**src/rtl/core/assert_macros.svh**
```systemverilog
// ----------------------------------------------------------------------------
// assert_macros.svh
// Assertion helpers used by the top level of the timed release queue.
// ----------------------------------------------------------------------------
`ifndef ASSERT_MACROS_SVH
`define ASSERT_MACROS_SVH

// The consequent must hold in the same cycle as the antecedent.
`define ASSERT_SAME_CYCLE(label, clk, rst_n, ante, cons) \
    label: assert property (@(posedge clk) disable iff (!rst_n) (ante) |-> (cons)) \
        else $error("timed release queue: same-cycle check failed");

// The consequent must hold in the cycle after the antecedent.
`define ASSERT_NEXT_CYCLE(label, clk, rst_n, ante, cons) \
    label: assert property (@(posedge clk) disable iff (!rst_n) (ante) |=> (cons)) \
        else $error("timed release queue: next-cycle check failed");

`endif

```
**src/rtl/core/trq_pkg.sv**
```systemverilog
// ----------------------------------------------------------------------------
// trq_pkg
// Shared types and codes of the timed release queue.
// ----------------------------------------------------------------------------
package trq_pkg;

    // Request kinds as they arrive on the input channel.
    localparam logic [1:0] KIND_SCHEDULE = 2'd0;
    localparam logic [1:0] KIND_TICK     = 2'd1;
    localparam logic [1:0] KIND_CLEAR    = 2'd2;

    // Configuration register indexes.
    localparam logic CFG_TIME_OFFSET   = 1'b0;
    localparam logic CFG_PATTERN_COUNT = 1'b1;

    // Depth of the command queue between front and back.
    localparam int CMD_DEPTH = 2;

    // Operations handed from the front to the back.
    typedef enum logic [1:0] {
        OP_SCHEDULE,
        OP_TICK,
        OP_CLEAR
    } t_op;

    // One classified command. The value is the release time of a schedule
    // request or the relative time of a tick.
    typedef struct packed {
        t_op         op;
        logic [7:0]  index;
        logic [31:0] value;
    } t_cmd;

    // Status of the back end, observed at the top level.
    typedef struct packed {
        logic releasing;
        logic pend_valid;
    } t_back_status;

endpackage

```
**src/rtl/core/trq_front.sv**
```systemverilog
// ----------------------------------------------------------------------------
// trq_front
// Holds the configuration registers, screens incoming requests and turns
// them into commands for the back end.
// ----------------------------------------------------------------------------
module trq_front (
    input  logic              i_clk,
    input  logic              i_rst_n,
    input  logic              i_cfg_we,
    input  logic              i_cfg_index,
    input  logic [31:0]       i_cfg_data,
    input  logic              i_valid,
    input  logic [1:0]        i_kind,
    input  logic [7:0]        i_pattern_index,
    input  logic [31:0]       i_release_time,
    input  logic [31:0]       i_current_time,
    input  logic              i_cmd_full,
    output logic              o_stall,
    output logic              o_push,
    output trq_pkg::t_cmd     o_cmd
);

    logic [31:0] r_time_offset;
    logic [7:0]  r_pattern_count;
    logic        keep;

    // Configuration registers.
    always_ff @(posedge i_clk) begin
        if (!i_rst_n) begin
            r_time_offset   <= '0;
            r_pattern_count <= '0;
        end else if (i_cfg_we) begin
            unique case (i_cfg_index)
                trq_pkg::CFG_TIME_OFFSET:   r_time_offset   <= i_cfg_data;
                trq_pkg::CFG_PATTERN_COUNT: r_pattern_count <= i_cfg_data[7:0];
                default: ;
            endcase
        end
    end

    // Classify the request. Schedules with an index out of range and the
    // unused kind are dropped here; ticks carry their relative time.
    always_comb begin
        keep        = 1'b0;
        o_cmd.op    = trq_pkg::OP_CLEAR;
        o_cmd.index = i_pattern_index;
        o_cmd.value = i_release_time;
        unique case (i_kind)
            trq_pkg::KIND_SCHEDULE: begin
                keep     = (i_pattern_index < r_pattern_count);
                o_cmd.op = trq_pkg::OP_SCHEDULE;
            end
            trq_pkg::KIND_TICK: begin
                keep        = 1'b1;
                o_cmd.op    = trq_pkg::OP_TICK;
                o_cmd.value = i_current_time - r_time_offset;
            end
            trq_pkg::KIND_CLEAR: begin
                keep     = 1'b1;
                o_cmd.op = trq_pkg::OP_CLEAR;
            end
            default: keep = 1'b0;
        endcase
    end

    // Requests are taken whenever the command queue has room.
    assign o_stall = i_cmd_full;
    assign o_push  = i_valid && !i_cmd_full && keep;

endmodule

```
**src/rtl/core/trq_cmd_fifo.sv**
```systemverilog
// ----------------------------------------------------------------------------
// trq_cmd_fifo
// Two-entry command queue that decouples the front from the back end.
// ----------------------------------------------------------------------------
module trq_cmd_fifo (
    input  logic              i_clk,
    input  logic              i_rst_n,
    input  logic              i_push,
    input  trq_pkg::t_cmd     i_cmd,
    output logic              o_full,
    input  logic              i_pop,
    output logic              o_valid,
    output trq_pkg::t_cmd     o_cmd
);

    localparam int CW = $clog2(trq_pkg::CMD_DEPTH + 1);

    trq_pkg::t_cmd r_slot [trq_pkg::CMD_DEPTH];
    logic          r_wptr;
    logic          r_rptr;
    logic [CW-1:0] r_cnt;

    assign o_full  = (r_cnt == CW'(trq_pkg::CMD_DEPTH));
    assign o_valid = (r_cnt != '0);
    assign o_cmd   = r_slot[r_rptr];

    // Slot storage.
    always_ff @(posedge i_clk) begin
        if (i_push) begin
            r_slot[r_wptr] <= i_cmd;
        end
    end

    // Pointers and fill count.
    always_ff @(posedge i_clk) begin
        if (!i_rst_n) begin
            r_wptr <= 1'b0;
            r_rptr <= 1'b0;
            r_cnt  <= '0;
        end else begin
            if (i_push) begin
                r_wptr <= ~r_wptr;
            end
            if (i_pop) begin
                r_rptr <= ~r_rptr;
            end
            if (i_push && !i_pop) begin
                r_cnt <= r_cnt + CW'(1);
            end else if (i_pop && !i_push) begin
                r_cnt <= r_cnt - CW'(1);
            end
        end
    end

endmodule

```
**src/rtl/core/trq_back.sv**
```systemverilog
// ----------------------------------------------------------------------------
// trq_back
// Holds scheduled entries in a circular store and carries out schedule, clear
// and tick commands. A tick releases due entries one per cycle unless stalled.
// ----------------------------------------------------------------------------
module trq_back #(
    parameter int QUEUE_DEPTH = 16
) (
    input  logic                  i_clk,
    input  logic                  i_rst_n,
    input  logic                  i_cmd_valid,
    input  trq_pkg::t_cmd         i_cmd,
    output logic                  o_cmd_pop,
    output logic                  o_valid,
    input  logic                  i_stall,
    output logic [7:0]            o_fired_index,
    output logic                  o_last,
    output trq_pkg::t_back_status o_status
);

    localparam int PW = (QUEUE_DEPTH > 1) ? $clog2(QUEUE_DEPTH) : 1;
    localparam int CW = $clog2(QUEUE_DEPTH + 1);
    localparam logic [PW-1:0] LAST_PTR = PW'(QUEUE_DEPTH - 1);

    typedef enum logic {
        ST_IDLE,
        ST_RELEASE
    } t_state;

    // Entry store.
    logic [7:0]  r_mem_index [QUEUE_DEPTH];
    logic [31:0] r_mem_time  [QUEUE_DEPTH];

    t_state        r_state,      n_state;
    logic [PW-1:0] r_head,       n_head;
    logic [PW-1:0] r_tail,       n_tail;
    logic [CW-1:0] r_count,      n_count;
    logic [31:0]   r_now,        n_now;
    logic          r_pend_valid, n_pend_valid;
    logic [7:0]    r_pend_idx,   n_pend_idx;
    logic          r_out_valid,  n_out_valid;
    logic [7:0]    r_out_idx,    n_out_idx;
    logic          r_out_last,   n_out_last;

    logic          wr_en;
    logic          head_due;
    logic          out_free;
    logic          out_load;
    logic [PW-1:0] head_inc;
    logic [PW-1:0] tail_inc;

    assign head_inc = (r_head == LAST_PTR) ? '0 : r_head + PW'(1);
    assign tail_inc = (r_tail == LAST_PTR) ? '0 : r_tail + PW'(1);
    assign head_due = (r_count != '0) && (r_mem_time[r_head] < r_now);
    assign out_free = !r_out_valid || !i_stall;

    // Command execution and the release sequence.
    always_comb begin
        n_state      = r_state;
        n_head       = r_head;
        n_tail       = r_tail;
        n_count      = r_count;
        n_now        = r_now;
        n_pend_valid = r_pend_valid;
        n_pend_idx   = r_pend_idx;
        n_out_idx    = r_out_idx;
        n_out_last   = r_out_last;
        o_cmd_pop    = 1'b0;
        wr_en        = 1'b0;
        out_load     = 1'b0;
        unique case (r_state)
            ST_IDLE: begin
                if (i_cmd_valid) begin
                    o_cmd_pop = 1'b1;
                    unique case (i_cmd.op)
                        trq_pkg::OP_SCHEDULE: begin
                            if (r_count != CW'(QUEUE_DEPTH)) begin
                                wr_en   = 1'b1;
                                n_tail  = tail_inc;
                                n_count = r_count + CW'(1);
                            end
                        end
                        trq_pkg::OP_TICK: begin
                            n_now   = i_cmd.value;
                            n_state = ST_RELEASE;
                        end
                        trq_pkg::OP_CLEAR: begin
                            n_head  = '0;
                            n_tail  = '0;
                            n_count = '0;
                        end
                        default: ;
                    endcase
                end
            end
            ST_RELEASE: begin
                // One entry is held back until we know whether it is the
                // last one released by this tick.
                if (head_due) begin
                    if (!r_pend_valid || out_free) begin
                        if (r_pend_valid) begin
                            out_load   = 1'b1;
                            n_out_idx  = r_pend_idx;
                            n_out_last = 1'b0;
                        end
                        n_pend_valid = 1'b1;
                        n_pend_idx   = r_mem_index[r_head];
                        n_head       = head_inc;
                        n_count      = r_count - CW'(1);
                    end
                end else if (!r_pend_valid) begin
                    n_state = ST_IDLE;
                end else if (out_free) begin
                    out_load     = 1'b1;
                    n_out_idx    = r_pend_idx;
                    n_out_last   = 1'b1;
                    n_pend_valid = 1'b0;
                    n_state      = ST_IDLE;
                end
            end
            default: n_state = ST_IDLE;
        endcase
        n_out_valid = out_load || (r_out_valid && i_stall);
    end

    // State and registered outputs.
    always_ff @(posedge i_clk) begin
        if (!i_rst_n) begin
            r_state      <= ST_IDLE;
            r_head       <= '0;
            r_tail       <= '0;
            r_count      <= '0;
            r_now        <= '0;
            r_pend_valid <= 1'b0;
            r_pend_idx   <= '0;
            r_out_valid  <= 1'b0;
            r_out_idx    <= '0;
            r_out_last   <= 1'b0;
        end else begin
            r_state      <= n_state;
            r_head       <= n_head;
            r_tail       <= n_tail;
            r_count      <= n_count;
            r_now        <= n_now;
            r_pend_valid <= n_pend_valid;
            r_pend_idx   <= n_pend_idx;
            r_out_valid  <= n_out_valid;
            r_out_idx    <= n_out_idx;
            r_out_last   <= n_out_last;
        end
    end

    // Entry store writes at the tail.
    always_ff @(posedge i_clk) begin
        if (wr_en) begin
            r_mem_index[r_tail] <= i_cmd.index;
            r_mem_time[r_tail]  <= i_cmd.value;
        end
    end

    assign o_valid             = r_out_valid;
    assign o_fired_index       = r_out_idx;
    assign o_last              = r_out_last;
    assign o_status.releasing  = (r_state == ST_RELEASE);
    assign o_status.pend_valid = r_pend_valid;

endmodule

```
**src/rtl/core/timed_release_queue.sv**
```systemverilog
// ----------------------------------------------------------------------------
// timed_release_queue
// FIFO of scheduled pattern plays that are released by time ticks.
// ----------------------------------------------------------------------------
// Channel   Direction  Handshake          Payload
// input     in         i_valid / o_stall  i_kind, i_pattern_index,
//                                         i_release_time, i_current_time
// result    out        o_valid / i_stall  o_fired_index, o_last
// config    in         i_cfg_we           i_cfg_index, i_cfg_data
//
// Requests enter a two-entry command queue; o_stall is high only while it is
// full. Schedule and clear commands are carried out in the back end's idle
// state. A tick starts a release loop that reads one entry per cycle from the
// entry store; a stalled result register holds the loop. Synchronous
// active-low reset empties both queues.
// ----------------------------------------------------------------------------
`include "assert_macros.svh"

module timed_release_queue #(
    parameter int QUEUE_DEPTH = 16
) (
    input  logic        i_clk,
    input  logic        i_rst_n,
    input  logic        i_cfg_we,
    input  logic        i_cfg_index,
    input  logic [31:0] i_cfg_data,
    input  logic        i_valid,
    output logic        o_stall,
    input  logic [1:0]  i_kind,
    input  logic [7:0]  i_pattern_index,
    input  logic [31:0] i_release_time,
    input  logic [31:0] i_current_time,
    output logic        o_valid,
    input  logic        i_stall,
    output logic [7:0]  o_fired_index,
    output logic        o_last
);

    logic                  push;
    logic                  cmd_full;
    logic                  cmd_valid;
    logic                  cmd_pop;
    trq_pkg::t_cmd         front_cmd;
    trq_pkg::t_cmd         back_cmd;
    trq_pkg::t_back_status status;

    // Front end: configuration and request screening.
    trq_front u_front (
        .i_clk           (i_clk),
        .i_rst_n         (i_rst_n),
        .i_cfg_we        (i_cfg_we),
        .i_cfg_index     (i_cfg_index),
        .i_cfg_data      (i_cfg_data),
        .i_valid         (i_valid),
        .i_kind          (i_kind),
        .i_pattern_index (i_pattern_index),
        .i_release_time  (i_release_time),
        .i_current_time  (i_current_time),
        .i_cmd_full      (cmd_full),
        .o_stall         (o_stall),
        .o_push          (push),
        .o_cmd           (front_cmd)
    );

    // Command queue between the two halves.
    trq_cmd_fifo u_cmd_fifo (
        .i_clk   (i_clk),
        .i_rst_n (i_rst_n),
        .i_push  (push),
        .i_cmd   (front_cmd),
        .o_full  (cmd_full),
        .i_pop   (cmd_pop),
        .o_valid (cmd_valid),
        .o_cmd   (back_cmd)
    );

    // Back end: entry store and release sequence.
    trq_back #(
        .QUEUE_DEPTH (QUEUE_DEPTH)
    ) u_back (
        .i_clk         (i_clk),
        .i_rst_n       (i_rst_n),
        .i_cmd_valid   (cmd_valid),
        .i_cmd         (back_cmd),
        .o_cmd_pop     (cmd_pop),
        .o_valid       (o_valid),
        .i_stall       (i_stall),
        .o_fired_index (o_fired_index),
        .o_last        (o_last),
        .o_status      (status)
    );

    // A held-back entry exists only while a tick is being worked off.
    `ASSERT_SAME_CYCLE(a_pend_only_releasing, i_clk, i_rst_n,
        !status.releasing, !status.pend_valid)

    // Once a result that is not the last is taken, the next one follows.
    `ASSERT_NEXT_CYCLE(a_burst_continues, i_clk, i_rst_n,
        o_valid && !o_last && !i_stall, o_valid)

    // A result that is not the last implies a held-back entry behind it.
    `ASSERT_SAME_CYCLE(a_non_last_has_pend, i_clk, i_rst_n,
        o_valid && !o_last, status.pend_valid)

endmodule

```
**config.mk**
```make
export PLATFORM = sky130hd
export DESIGN_NAME = timed_release_queue
export DESIGN_NICKNAME = d
export VERILOG_FILES = /design/src/rtl/core/trq_pkg.sv /design/src/rtl/core/trq_front.sv /design/src/rtl/core/trq_cmd_fifo.sv /design/src/rtl/core/trq_back.sv /design/src/rtl/core/timed_release_queue.sv
export VERILOG_INCLUDE_DIRS = /design/src /design/src/rtl/core
export SDC_FILE = /design/constraint.sdc
export NUM_CORES = 1
export LEC_CHECK = 0
export BUFFER_PORTS_ARGS = -buffer_cell sky130_fd_sc_hd__clkbuf_2
export CORE_ASPECT_RATIO = 0.7
export CORE_MARGIN = 2
export CORE_UTILIZATION = 56
export CTS_CLUSTER_DIAMETER = 150
export CTS_CLUSTER_SIZE = 28
export DETAILED_ROUTE_END_ITERATION = 8
export PLACE_DENSITY_LB_ADDON = 0.1
export SLEW_MARGIN = 20
export SYNTH_ARGS = -nofsm -noshare
export SYNTH_HDL_FRONTEND = slang
export SYNTH_SLANG_ARGS = --single-unit
```
**constraint.sdc**
```tcl
create_clock -name i_clk -period 5.8 [get_ports i_clk]
set_input_delay 0.87 -clock i_clk [delete_from_list [all_inputs] [get_ports i_clk]]
set_output_delay 0.87 -clock i_clk [all_outputs]
set_load 0.02 [all_outputs]
```
After elaboration in Yosys (flattened, before gate mapping)
Memories as Yosys holds them, arrays and structs flattened. A register that Yosys moved wholly into a read port is not among the register bits.
Index checks and enable logic that the tools add are counted.
Cells by class
  eq/ne operators: 16
  reduce and logical (&&, ||, !) cells: 33
  mux-type cells: 58
  $lt $le $gt $ge: 2
  add/subtract/negate cells: 7
  bitwise gates (word level): 4
Operator list (count)
  $mux W8: 5
  $mux W4: 9
  $lt A32 B32 Y1: 1
  $mux W32: 1
  $sub A32 B32 Y32: 1
  $mux W1: 30
  $mux W5: 4
  $pmux W5 S2: 2
  $pmux W4 S2: 2
  $reduce_and A4 Y1: 3
  $ne A2 B2 Y1 const B: 5
  $add A4 B1 Y4 const B: 2
  $eq A4 B4 Y1 const B: 2
  $lt A8 B8 Y1: 1
  $reduce_bool A2 Y1: 4
  $logic_not A1 Y1: 7
  $eq A2 B2 Y1 const B: 3
  $logic_and A1 B1 Y1: 6
  $reduce_and A2 Y1: 3
  $reduce_and A3 Y1: 2
  $add A5 B1 Y5 const B: 1
  $ne A5 B5 Y1 const B: 1
  $reduce_and A5 Y1: 1
  $reduce_bool A5 Y1: 1
  other kinds (14): 23
Word-level totals
  output and inout bits: 11
  word-level logic and storage cells: 137
  input port bits: 112
  register bits after elaboration: 101
  memory bits (writable): 724
  memories kept: 3
Memories
  u_back.r_mem_time: depth 16, width 32, rd ports 1, clocked after memory_dff 1, wr ports 1, line trq_back.sv:32  | logic [31:0] r_mem_time [QUEUE_DEPTH];
  u_back.r_mem_index: depth 16, width 8, rd ports 1, clocked after memory_dff 1, wr ports 1, line trq_back.sv:31  | logic [7:0] r_mem_index [QUEUE_DEPTH];
  u_cmd_fifo.r_slot: depth 2, width 42, rd ports 1, clocked after memory_dff 1, wr ports 1, line trq_cmd_fifo.sv:18  | trq_pkg::t_cmd r_slot [trq_pkg::CMD_DEPTH];

Longest topological paths before layout
Gate-level depths: netlist (run 1).
  depth in word-level cells: 8
  gate-level depth with buffers: 16
  gate-level depth less buffers: 13

By module
Synthesis (run 1) repeated with hierarchy kept, for this count alone.
Second synthesis, totals
  cell total of the unflattened synthesis: 2097
  area, all modules: 35086.2 µm²
Modules (own cells, without submodules)
  trq_back: sequential area each 20599.8 µm², cells an instance 1382, instances 1, area each 27744.1 µm²
  trq_front: sequential area each 800.8 µm², cells an instance 562, instances 1, area each 4090.2 µm²
  trq_cmd_fifo: sequential area each 2622.5 µm², cells an instance 153, instances 1, area each 3251.9 µm²

Worst setup path after synthesis (run 1)
OpenSTA, ideal clock, no wires.
  kind: reg2reg
  start point: register with a tool-made name
  end point: register with a tool-made name
  setup time: 0.078 ns
  data arrival time: 4.484 ns
  path buffers: 3
  clock period less this slack: 4.562 ns
  cell stages (with the launch flop): 16
  path slack: 1.238 ns
  data required time: 5.722 ns
  path through: dfxtp_1 > clkbuf_1 > buf_2 > buf_1 > mux4_2 > mux4_2 > ha_1 > a211o_1 > a31oi_1 > o21bai_1 > a21o_1 > a2111oi_0 > a211o_2 > nand3_2 > or3_1 > a21oi_1

==> flow_summary_export.csv, run 1 <==
group,metric,value,unit
synth,synth_warnings,0,
clock_network,cts_htree_levels,2,
clock_network,post_cts_buffers,0,
synth,synth.distinct_cells,63,
synth,syn_area_per_cell,17.4,um^2
grt,grt_usage,24.5,%
detailed_routing,dr.first_iter.drc_count,1760,
layout,nFillCells,4475,
outcome,status,"finished, final reports clean",
synth,synth_top_cells_by_area,"edfxtp_1 (63%), mux4_2 (13%), dfxtp_1 (6.6%)",
layout,fin_util,61.0,%
grt,grt_overflow,0,
critical_path,ff2ff_path_depth,13,
critical_path,cp-start-kind,"register",
grt,grt_max_degree,55,
floorplanning,rows,76,
clock_network,cts_hold_buf,0,
floorplanning,start_util,56.3,%
worst_hold_path,hold_class,"register to register",
sta,worst_pin_slew,1.09,ns
power_and_ir_drop,total_power,11.7,mW
clock_network,cts.sinks,838,
clock_network,cts_made_buffers,35,
synth,netlist_instances,1985,
flow_run,cap_violations,0,
sta,period_share,86.6,%
clock_network,path_clk_slew,0.11,ns
synth,syn_area,34500,um^2
clock_network,root_buffer,"clkbuf_16",
layout,fin_nets,2310,
sta,slew-limit-headroom,27.4,%
critical_path,worstPathArrival,5.50,ns
sta,finalSetupTns,0,ns
floorplanning,die_h,212,um
synth,synth_edf_count,724,
synth,post-synth-top-count-cell,"edfxtp_1",
synth,synth.net_count,2180,
detailed_routing,vias,18200,
critical_path,end_kind,"register",
placement,hpwl,48.0,mm
detailed_routing,first_pass_iters,6,
clock_network,cts-resized-gates,0,
synth,synth_ff_type,"edfxtp_1",
clock_network,clockBufferDepth,3,
floorplanning,die_width,301,um
sta,min_period,5.02,ns
synth,ys_ff_latch,838,
synth,async_flop_share,0,%
detailed_routing,viasPerCell,6.14,
synth,synth_common_cells,"edfxtp_1 (724), mux4_2 (199), nand2_1 (132), dfxtp_1 (114), a21oi_1 (101)",
placement,port_buffers,122,
layout,syn2layout_area_growth,8.24,%
sta,hold_viol,0,
synth,yosys.area.top_type,"edfxtp_1",
critical_path,critPathKind,"register to register",
grt,grt_pass1_vias,18000,
synth,yosysTopAreaCellShare,63.0,%
clock_network,clk_latency,0.59,ns
synth,ys_seq_area_share,69.6,%
floorplanning,fp.dieArea,63600,um^2
critical_path,cp_max_fo,32,
layout,n_antenna_cell,0,
detailed_routing,postRouteWirelength,76.3,mm
sta,rsz0062_at_grt,"false",
detailed_routing,drt.antenna.violating_nets,0,
grt,antenna_found_initial,0,
power_and_ir_drop,peakVddDrop,0.259,mV
sta,timing.fmax,199,MHz
sta,clock_skew,0.0234,ns
placement,gp_congestion,0.846,
placement,dp.cells,2897,
clock_network,cts_tree,"yes",
grt,grt_pass1_wl,114,mm
sta,setup_viol_count_final,0,
detailed_routing,drcViolationCount,0,
floorplanning,pin_count,123,
critical_path,crit_required,6.28,ns
detailed_routing,wl_per_cell,25.8,um
floorplanning,core_area,61200,um^2
sta,drv_slew,0,
layout,drive_gt1_share,23.8,%
layout,finalNonFillerCells,2959,
power_and_ir_drop,powerDensity,313,nW/um^2
power_and_ir_drop,power.leakage,11.9,nW
worst_hold_path,worst_hold_path.num_cells,2,
-- placed cells by master, fill, tap and decap left out, types with 32 or more instances in the layout --
master	Yosys	layout
ha_1	82	82
edfxtp_1	724	724
buf_4	3	51
a21oi_1	101	101
clkbuf_16	0	37
dfxtp_1	114	108
clkbuf_2	1	122
mux2_2	62	62
nor2_1	74	74
mux4_2	199	199
nand3_1	32	32
nand2_1	132	132
inv_1	91	90
mux2i_1	38	38
-- metrics by stage --
step	hold slack, ns	instance area (um^2)	setup WS [ns]
5_1_grt	0.474	37300	0.581
6_report	0.462	37300	0.780
3_5_place_dp	0.447	36300	0.818
3_3_place_gp	0.446	36300	0.927
4_1_cts	0.456	37300	0.791
2_1_floorplan	0.432	34500	1.24
-- power breakdown --
| group | internal (mW) | total [mW] | switching [mW] | leakage (nW) |
|---|---|---|---|---|
| clock network | 1.23 | 2.98 | 1.75 | 0.491 |
| logic | 0.560 | 1.59 | 1.03 | 3.97 |
| registers | 7.03 | 7.12 | 0.0855 | 7.45 |
-- final cells by class --
type                    count  area [um^2]  area share [%]
clock buffers              62         1030            2.76
repair buffers            177         1070            2.88
multi-input cells         969         9820            26.3
inverters                  94          354           0.948
well taps                 819         1020            2.74
flip-flops and latches    838        24000            64.4
-- layer usage --
metal	vias up	share of wire [%]	GRT usage (%)
li1	8011	-	-
met1	9517	45	37.3
met2	572	48	39.4
met3	68	5.7	2.70
met4	0	1.2	3.95
met5	-	0	0
-- cells by family (layout without fill, tap and decap cells) --
| logic type | after synthesis | in the layout | synth area share (%) |
|---|---|---|---|
| AOI/OAI and AO/OA | 237 | 237 | 4.26 |
| xor gates and xnor gates | 28 | 28 | 0.711 |
| adders and majority gates | 83 | 83 | 3.03 |
| buffers and inverters | 178 | 333 | 2.00 |
| DFF | 838 | 838 | 69.6 |
| muxes | 299 | 299 | 16.1 |
| and+or+nand+nor | 322 | 322 | 4.23 |
-- final timing paths --
path | startpoint | endpoint | slack (ns)
worst max-delay path | register | register | 0.78
worst min-delay path | u_back.r_pend_idx[3]$_SDFFE_PN0P_ | u_back.o_fired_index[3]$_SDFFE_PN0P_ | 0.46
worst max register to register | register | register | 0.78
worst min register to register | u_back.r_pend_idx[3]$_SDFFE_PN0P_ | u_back.o_fired_index[3]$_SDFFE_PN0P_ | 0.46
-- flip-flops by register name (all words and copies together) (netlist names), 2 cells and up, named ones only --
signal                   flops
u_back.r_mem_time          512
u_cmd_fifo.r_slot           84
u_back.r_mem_index         128
u_front.r_pattern_count      8
u_back.o_fired_index         8
u_back.r_pend_idx            8
u_back.r_head                4
u_cmd_fifo.r_cnt             2
u_back.r_now                32
u_back.r_tail                4
u_front.r_time_offset       32
u_back.r_count               5
-- worst max-delay path: stages, from the launching register on --
cell and delay [ns]:
dfxtp_4 0.82, buf_12 0.33, mux4_2 0.53, mux4_2 0.51
ha_1 0.33, a21o_1 0.16, a21o_1 0.17, a211oi_1 0.34
o221ai_1 0.19, o21ai_1 0.23, a211o_2 0.27, nand3_2 0.30
or3_1 0.47, a21oi_1 0.19
No activity file was read; power rests on OpenSTA's default activity.
==> run 2, diff against run 1 <==
--- a/config.mk
+++ b/config.mk
@@ -9,7 +9,7 @@
 export BUFFER_PORTS_ARGS = -buffer_cell sky130_fd_sc_hd__clkbuf_2
 export CORE_ASPECT_RATIO = 0.7
 export CORE_MARGIN = 2
-export CORE_UTILIZATION = 56
+export CORE_UTILIZATION = 62
 export CTS_CLUSTER_DIAMETER = 150
 export CTS_CLUSTER_SIZE = 28
 export DETAILED_ROUTE_END_ITERATION = 8
==> run 2 against run 1 <==
Compared with the run above:
- first-iteration DRC count rose by 4.8%
- final cell count fell by 3.2%
- largest power group unchanged
- sequential power barely moved
- clock power barely moved
- count of clock-buffer cells in the layout did not move
- combinational power barely moved
- sequential cell count did not move
==> flow_summary_export.csv, run 2 (synthesis results as in run 1) <==
group,metric,value,unit
outcome,status,"finished, final reports clean",
sta,drv_slew,0,
critical_path,cpPeakStageDelay,0.61,ns
sta,setup_viol_count_final,0,
sta,worst_pin_slew,1.07,ns
power_and_ir_drop,total_power,11.7,mW
layout,fin_util,67.3,%
clock_network,cts.sinks,838,
clock_network,cts_hold_buf,0,
power_and_ir_drop,peakVddDrop,0.265,mV
layout,nFillCells,3722,
clock_network,clockBufferDepth,3,
critical_path,worstPathArrival,5.39,ns
clock_network,cts_htree_levels,2,
power_and_ir_drop,switching_power,2.86,mW
sta,timing.fmax,203,MHz
clock_network,clk_latency,0.59,ns
layout,design_area,37100,um^2
critical_path,cp_max_fo,19,
detailed_routing,viasPerCell,6.33,
power_and_ir_drop,clockPowerShare,25.4,%
clock_network,cts_tree,"yes",
clock_network,path_clk_slew,0.11,ns
layout,regMostFlops,"u_back.r_mem_time",
sta,min_period,4.92,ns
sta,clock_skew,0.0251,ns
layout,largest_reg_flops,512,
clock_network,cts-resized-gates,0,
flow_run,cap_violations,0,
detailed_routing,drcViolationCount,0,
detailed_routing,dr.first_iter.drc_count,1844,
layout,regArea,24000,um^2
grt,grt_overflow,0,
detailed_routing,wl_per_cell,26.3,um
layout,drive_gt1_share,23.2,%
detailed_routing,drt.antenna.violating_nets,0,
placement,gp_congestion,0.863,
floorplanning,core_area,55100,um^2
floorplanning,die_h,201,um
power_and_ir_drop,powerDensity,314,nW/um^2
clock_network,cts_made_buffers,35,
critical_path,end_kind,"register",
clock_network,root_buffer,"clkbuf_16",
critical_path,crit_required,6.27,ns
grt,grt_pass1_vias,18300,
grt,grt_max_degree,58,
floorplanning,fp.dieArea,57600,um^2
sta,rsz0062_at_grt,"false",
grt,grt_pass1_wl,114,mm
layout,fin_nets,2294,
sta,period_share,84.8,%
placement,placed_cell_area,36100,um^2
layout,multi_input_area,9830,um^2
floorplanning,rows,72,
critical_path,ff2ff_path_depth,14,
sta,hold_viol,0,
sta,finalSetupTns,0,ns
critical_path,critPathKind,"register to register",
worst_hold_path,hold_class,"register to register",
power_and_ir_drop,comb_power_share,13.5,%
placement,port_buffers,122,
detailed_routing,first_pass_iters,5,
layout,n_antenna_cell,0,
detailed_routing,vias,18100,
placement,hpwl,45.5,mm
layout,reg_top3,"u_back.r_mem_time x512, u_back.r_mem_index x128, u_cmd_fifo.r_slot x84",
critical_path,cp-start-kind,"register",
power_and_ir_drop,p_int,8.81,mW
power_and_ir_drop,switching_share,24.5,%
power_and_ir_drop,power.leakage,11.8,nW
sta,slew-limit-headroom,28.8,%
floorplanning,start_util,62.6,%
floorplanning,pin_count,123,
worst_hold_path,worst_hold_path.num_cells,2,
clock_network,post_cts_buffers,0,
grt,grt_usage,26.8,%
power_and_ir_drop,p_seq_share,61.1,%
critical_path,critical_path.slowest_cell,"dfxtp_4",
grt,antenna_found_initial,0,
detailed_routing,postRouteWirelength,75.3,mm
floorplanning,die_width,286,um
layout,final_common_cell,"edfxtp_1",
layout,layout_common_cells,"edfxtp_1 (724), mux4_2 (199), nand2_1 (132)",
critical_path,crit_chain,"buf_4, mux4_2, mux4_2, ha_1, a211o_1, a31oi_1, o21bai_1, a21o_1, a2111oi_0, buf_4, a211o_2, nand3_2, or3_1, a21oi_1",
layout,syn2layout_area_growth,7.60,%
## run 2: cell count changes in the layout (fill, tap and decap cells not counted)
cell	change
and2_2	-5
and2_4	+5
buf_4	-16
clkbuf_8	-1
clkbuf_1	+1
clkinv_1	+1
## run 2: per-layer routing
layer	part of all wire, %	wire length, um	global-route usage (%)	up-vias
li1	-	-	-	7983
met1	42	31300	38.9	9375
met2	49	36800	43.6	676
met3	7.2	5380	4.05	108
met4	2.4	1790	6.79	0
met5	0	0	0	-
## run 2: layout make-up
| class | instances | area share (%) |
|---|---|---|
| clock buffer | 62 | 2.75 |
| clock inverter | 1 | 0.0101 |
| inverter | 94 | 0.954 |
| multi-input combinational | 969 | 26.5 |
| sequential | 838 | 64.8 |
| tap | 740 | 2.49 |
| timing repair buffer | 161 | 2.57 |
## run 2: power by group through the flow
stage | registers [mW] | clock network (mW) | logic [mW]
after floorplan | 7.21 | 0 | 1.08
after global placement | 7.25 | 0 | 1.52
after detailed placement | 7.26 | 0 | 1.57
after CTS | 7.13 | 3.01 | 1.58
after global routing | 7.15 | 3.20 | 1.74
final | 7.13 | 2.96 | 1.58
## run 2: stage by stage
stage                     worst slack [ns]  instances  hold slack (ns)
after floorplan                       1.24       1985            0.432
after global placement               0.917       2802            0.445
after detailed placement             0.838       2802            0.445
after CTS                            0.787       2865            0.460
after global routing                 0.574       2865            0.479
final                                0.881       2865            0.461
## run 2: final timing paths
kind	from	end	slack, ns
setup / recovery	register	u_back.r_head[3]$_SDFFE_PN0N_	0.88
hold / removal	u_front.r_pattern_count[7]$_SDFFE_PN0P_	u_front.r_pattern_count[7]$_SDFFE_PN0P_	0.46
setup reg to reg	register	u_back.r_head[3]$_SDFFE_PN0N_	0.88
hold reg to reg	u_front.r_pattern_count[7]$_SDFFE_PN0P_	u_front.r_pattern_count[7]$_SDFFE_PN0P_	0.46
## run 2: worst max-delay path, delay by kind of cell, from the launching register on
| kind | cells | cell delay, ns |
|---|---|---|
| AOI/OAI and AO/OA | 7 | 1.52 |
| muxes | 2 | 1.03 |
| and+or+nand+nor | 2 | 0.76 |
| buffers and inverters | 2 | 0.65 |
| DFF | 1 | 0.61 |
| adders and majority gates | 1 | 0.23 |
